File: src/sv/eio_pkg.sv
// ----------------------------------------------------------------------------
// eio_pkg
// Shared types and constants for the ease-in/out interpolator pipeline.
// ----------------------------------------------------------------------------
`default_nettype none

package eio_pkg;

  localparam int TIME_W    = 16;
  localparam int VAL_W     = 32;
  localparam int NUM_W     = 36;  // signed ratio operands
  localparam int Q_W       = 31;  // raw quotient bits
  localparam int F_W       = 31;  // Q1.30 fraction, holds 1.0
  localparam int DIV_STEPS = 31;
  localparam int CFG_IDX_W = 3;

  localparam logic [F_W-1:0] ONE30 = F_W'(1) << 30;

  typedef enum logic [CFG_IDX_W-1:0] {
    REG_TOTAL_DURATION = 3'd0,
    REG_EASE_IN_TIME   = 3'd1,
    REG_EASE_OUT_TIME  = 3'd2,
    REG_START_VALUE    = 3'd3,
    REG_END_VALUE      = 3'd4
  } reg_idx_t;

  typedef enum logic [2:0] {
    SEG_ACCEL  = 3'd0,
    SEG_CRUISE = 3'd1,
    SEG_DECEL  = 3'd2,
    SEG_HERM   = 3'd3,
    SEG_LINEAR = 3'd4,
    SEG_FULL   = 3'd5
  } seg_t;

  // control that travels alongside the divider data
  typedef struct packed {
    logic valid;
    logic zero;
    logic one;
    logic herm;
  } eio_ctl_t;

endpackage

`default_nettype wire

File: src/sv/eio_div.sv
// ----------------------------------------------------------------------------
// eio_div
// Pipelined restoring divider, one quotient bit per stage, a < b on entry.
// ----------------------------------------------------------------------------
`default_nettype none

module eio_div (
  input  wire logic                          clk,
  input  wire logic                          rst,
  input  wire eio_pkg::eio_ctl_t             ctl_in,
  input  wire logic [eio_pkg::NUM_W-1:0]     a_in,
  input  wire logic [eio_pkg::NUM_W-1:0]     b_in,
  output eio_pkg::eio_ctl_t                  ctl_out,
  output logic [eio_pkg::Q_W-1:0]            q_out
);

  localparam int STEPS = eio_pkg::DIV_STEPS;
  localparam int NW    = eio_pkg::NUM_W;
  localparam int QW    = eio_pkg::Q_W;

  logic [NW:0]          rem [1:STEPS-1];
  logic [NW-1:0]        dvs [1:STEPS-1];
  logic [QW-1:0]        quo [1:STEPS];
  eio_pkg::eio_ctl_t    ctl [1:STEPS];

  for (genvar k = 0; k < STEPS; k++) begin : g_step
    logic [NW:0]       r_src;
    logic [NW-1:0]     b_src;
    logic [QW-1:0]     q_src;
    eio_pkg::eio_ctl_t c_src;
    logic [NW:0]       sh;
    logic              ge;

    if (k == 0) begin : g_in
      assign r_src = {1'b0, a_in};
      assign b_src = b_in;
      assign q_src = '0;
      assign c_src = ctl_in;
    end else begin : g_mid
      assign r_src = rem[k];
      assign b_src = dvs[k];
      assign q_src = quo[k];
      assign c_src = ctl[k];
    end

    assign sh = {r_src[NW-1:0], 1'b0};
    assign ge = sh >= {1'b0, b_src};

    always_ff @(posedge clk) begin
      if (rst) begin
        ctl[k+1] <= '0;
      end else begin
        ctl[k+1] <= c_src;
      end
      quo[k+1] <= {q_src[QW-2:0], ge};
    end

    if (k < STEPS - 1) begin : g_carry
      always_ff @(posedge clk) begin
        rem[k+1] <= ge ? (sh - {1'b0, b_src}) : sh;
        dvs[k+1] <= b_src;
      end
    end
  end

  assign ctl_out = ctl[STEPS];
  assign q_out   = quo[STEPS];

endmodule

`default_nettype wire

File: config.mk
export PLATFORM = sky130hd
export DESIGN_NAME = eio_div
export DESIGN_NICKNAME = d
export VERILOG_FILES = /design/src/sv/eio_pkg.sv /design/src/sv/eio_div.sv
export SDC_FILE = /design/constraint.sdc
export NUM_CORES = 2
export LEC_CHECK = 0
export BUFFER_PORTS_ARGS = -buffer_cell sky130_fd_sc_hd__buf_2
export CAP_MARGIN = 5
export CORE_ASPECT_RATIO = 1.4
export CORE_UTILIZATION = 35
export CTS_CLUSTER_DIAMETER = 30
export DETAILED_ROUTE_END_ITERATION = 6
export PLACE_DENSITY = 0.54
export SLEW_MARGIN = 5
export SYNTH_ARGS = -nofsm -noshare
export SYNTH_HDL_FRONTEND = slang
export SYNTH_SLANG_ARGS = --single-unit
File: constraint.sdc
create_clock -name clk -period 4.24 [get_ports clk]
set_input_delay 0.424 -clock clk [delete_from_list [all_inputs] [get_ports clk]]
set_output_delay 0.424 -clock clk [all_outputs]
set_load 0.005 [all_outputs]
# ---- Word level (Yosys, flattened, before mapping)
# Memory sizes are Yosys's and may differ from the RTL's.
# Cells that the tools add are included.
dict set report totals {
  reg_bits 0
  latch_bits 0
  ram_bits 3275
  rom_bits 0
  input_bits 78
  output_inout_bits 35
  n_memories 4
}
dict set report classes {
  n_addsub 30
  mul 0
  div 0
  n_lt_le_gt_ge 31
  eq_ne 0
  shifts 0
  muxes 64
  n_bitwise 31
  n_reduce_logical 0
}
# name words width read_ports rd_clocked_by_memory_dff wr line_no
set mem_list {}
lappend mem_list {rem 30 37 30 0 30 eio_div.sv:21} ;# logic [NW:0] rem [1:STEPS-1];
lappend mem_list {dvs 30 36 30 0 30 eio_div.sv:22} ;# logic [NW-1:0] dvs [1:STEPS-1];
lappend mem_list {quo 31 31 31 0 31 eio_div.sv:23} ;# logic [QW-1:0] quo [1:STEPS];
lappend mem_list {ctl 31 4 31 0 31 eio_div.sv:24} ;# eio_pkg::eio_ctl_t ctl [1:STEPS];
# cell n
set op_table {}
lappend op_table {{$ge A37 B36 Y1} 31}
lappend op_table {{$mux W37} 30}
lappend op_table {{$sub A37 B36 Y37} 30}
lappend op_table {{$mux W4} 31}
lappend op_table {{$or A1 B1 Y1} 31}
lappend op_table {{$mux W1} 3}

# ---- Depth between registers and ports, before layout
dict set report depth {
  word_depth 3
  mapped_depth 16
}

# ---- Least setup slack after synthesis
# OpenSTA, ideal clock, no wires.
dict set report synth_timing {
  path_kind {register to register}
  start {register, netlist name dvs[1][181]}
  end {register, netlist name rem[5][83]}
  setup_ps 121
  arrival_ps 3477
  required_time_ps 4119
  path_slack_ps 643
  stages_incl_launch_ff 15
  n_path_buf 1
  synth_period_minus_slack_ps 3597
  path_cell_list {dfxtp_1 > inv_1 > ha_1 > nor2b_1 > o31a_1 > nor3_2 > o21ai_1 > a41o_1 > a31oi_4 > a311oi_4 > a31oi_4 > a21oi_1 > a2111oi_4 > buf_6 > mux2_2}
}

==> impl_results.md <==
- Status: complete, but fails checks
- Violated checks: design-rule violations
- PortBufs: 112
- Most frequent CP cell: o31a_1
- Syn Area/Cell: 9.187 um2
- Clk pin slew, worst setup/hold paths: 0.04 ns
- CP Launch Type: register
- Slowest CP cell: a311o_1
- Post-Route WL: 364,600 um
- Placer Congestion: 0.9393
- Total CTS buffers: 530
- Post-synth top area share: 43.70%
- Core area: 361,500 um2
- Final setup viols: 0
- Arr. time, crit path: 4.96 ns
- P per Cell Area: 958.8 nW/um2
- Max Clock Freq: 0.2436 GHz
- DR WL/cell: 18.44 um
- Post-synth EDFFs: 0
- First-iteration detailed-routing DRC count: 3,677
- Antenna violations before repair: 8
- CTS tree: yes
- DRT met1 WL: 104,600 um
- Setup Skew: 0.08562 ns
- Synth Cell Area: 127,300 um2
- Post-synth top flop: dfxtp_1
- Synth area leaders: dfxtp_1 44%, ha_1 11%, a21oi_1 4.7%
- Post-route ant nets: 0
- Drt pass-1 iters: 7
- Cell Chain, Critical Path: inv_1 > ha_1 > nor2b_1 > o31a_1 > o31a_1 > or2_2 > a311o_1 > o2111ai_1 > a21oi_1 > o21ai_0 > nor2b_4 > buf_12 > mux2_2
- Global-route wire length before repair: 552,300 um
- Sink Count: 2,780
- CP Data Required Time: 5.09 ns
- Die X: 511.8 um
- Maximum net fanout on the critical path: 60
- Tmin final: 4.106 ns
- Die H: 715.7 um
- Most frequent cells in the layout: 2,779 x dfxtp_1, 1,370 x inv_1, 1,203 x a21oi_1, 1,115 x ha_1, 981 x nand2_1
- Most common cell after layout, fill and taps aside: dfxtp_1
- Max-cap violations: 0
- Worst VDD drop: 0.0005050 V
- # rows: 261
- Synth Instances: 13,860
- Post-synth net total: 15,080
- Relative max-transition margin: 30.87%
- Worst Tran Pin Value: 1.011 ns
- Skew-Pair Late Insertion Delay: 1.03 ns
- Finished Cell Area: 155,300 um2
- Setup crit end kind: register
- Post-detail-place hpwl: 294,200 um
- Hold crit path type: in2reg
- CP Class: reg2reg
- Slowest stage delay, CP: 0.49 ns
- Placement Cell Area: 135,500 um2
- Root Driver: clkbuf_16
- Count of pins over their slew limit: 0
- Tcrit/Tclk final: 96.84%
- Async S/R FF share, synth: 0%
- TNS Setup: 0 ns
- Final net count: 15,820
- Wire length on met2: 206,900 um
- FF+latch count, synth: 2,780
- Vias: 98,510
- Die Area: 366,300 um2
- Starting Density: 35.22%
- Synth-to-layout area growth: 21.98%
- Unique cell type count in the Yosys netlist: 93
- GRT Total Usage: 19.36%
- Grt total ovfl: 0
- Largest net degree at the start of global routing: 94
- Drt drc: 1
- RSZ-0062 raised after global routing: false
- DR vias/cell: 4.982
- Largest area contributor in the netlist: dfxtp_1
- Final hold viol count: 0
- Vias in the first global route: 102,300
- Leakage Power: 71.56 nW
- Top Layer Used: met4
- Max H-tree Level: 6
- Yosys synthesis warning count: 0
- IO Count: 113
- Register area share after synthesis: 43.70%
- Clock buffer depth: 4
- Met3 wire len: 10,900 um
- Share of cells above drive strength 1: 12.18%
==> per-layer routing <==
layer	track usage, %	vias to the layer above
met5	0	-
met4	20.16	0
met3	2.869	1243
met2	40.51	1958
met1	13.69	45790
li1	-	49530
==> flip-flops by register name, summed over array words and instances (netlist names) <==
name	flops
rem	1080
quo	496
dvs	1080
ctl	124
==> final timing paths <==
path | to | start | slack (ns) | cells past startpoint
hold / removal | dvs[0][52] | b_in[16] | 0.09 | 2
hold reg to reg | dvs[0][494] | dvs[0][458] | 0.30 | 0
setup / recovery | rem[1][114] | dvs[0][217] | 0.13 | 13
setup reg to reg | rem[1][114] | dvs[0][217] | 0.13 | 13
==> worst max-delay path, delay by kind of cell, from the launching register on <==
family | cells | cell delay, ns
adders and majority gates | 1 | 0.28
DFF | 1 | 0.37
and+or+nand+nor | 3 | 0.64
AOI/OAI and AO/OA | 6 | 1.95
buffers and inverters | 2 | 0.30
muxes | 1 | 0.37
==> area by class of cell <==
| class | count | area (um2) |
|---|---|---|
| Antenna cell | 17 | 42.54 |
| Clock inverter | 313 | 3862 |
| Fill cell | 35220 | 206200 |
| Timing Repair Buffer | 572 | 4715 |
| Sequential cell | 2780 | 55650 |
| Clock buffer | 651 | 14650 |
| Multi-Input combinational cell | 9337 | 65330 |
| Inverter | 1371 | 5146 |
| Tap cell | 4734 | 5923 |
==> kinds of logic after synthesis <==
kind of cell               after synthesis  synth area share (%)
AOI/OAI and AO/OA                     3745                 18.18
xor gates and xnor gates               912                 6.273
adders and majority gates             1145                 11.43
buffers and inverters                 1744                 5.218
DFF                                   2780                 43.70
muxes                                  371                 3.255
and+or+nand+nor                       3164                 11.94
==> report_power, final <==
part | switching (mW) | internal (mW) | total [mW] | leakage [nW]
Sequential | 5.09 | 35.0 | 40.1 | 23.4
Clock | 14.6 | 28.0 | 42.6 | 8.98
Combinational | 37.1 | 29.1 | 66.2 | 39.2
==> synth_stat cells, types with 301 or more instances <==
| cell | count |
|---|---|
| a21o_1 | 605 |
| xnor2_1 | 506 |
| ha_1 | 1115 |
| dfxtp_1 | 2780 |
| inv_1 | 1370 |
| nor2_1 | 781 |
| clkbuf_1 | 301 |
| mux2_2 | 338 |
| nor2b_1 | 309 |
| xor2_1 | 406 |
| a21oi_1 | 1207 |
| nand2_1 | 982 |
| o21ai_0 | 944 |
==> timing repair <==
action | CTS | global route
setup endpoints to repair | 14 | 19
hold buffers | 119 | 0
gates cloned | 0 | 0
buffers inserted | 0 | 1
pin swaps | 0 | 2
gates resized for setup | 2 | 6
hold endpoints to repair | 158 | 0
==> stage by stage <==
step	hold WS [ns]	utilization, %	setup slack, ns	cells	total power, mW
after floorplan	0.3096	-	0.6427	13860	85.68
after global placement	0.3096	37.49	-0.06639	18670	106.1
after detailed placement	0.3121	37.49	-0.09055	18670	106.4
after CTS	0.001850	42.94	0.05202	19760	150.0
after global routing	0.02896	42.96	0.008083	19770	158.7
final	0.08570	42.97	0.1341	19780	148.9
Note: power is estimated with default switching activity, not from simulation.
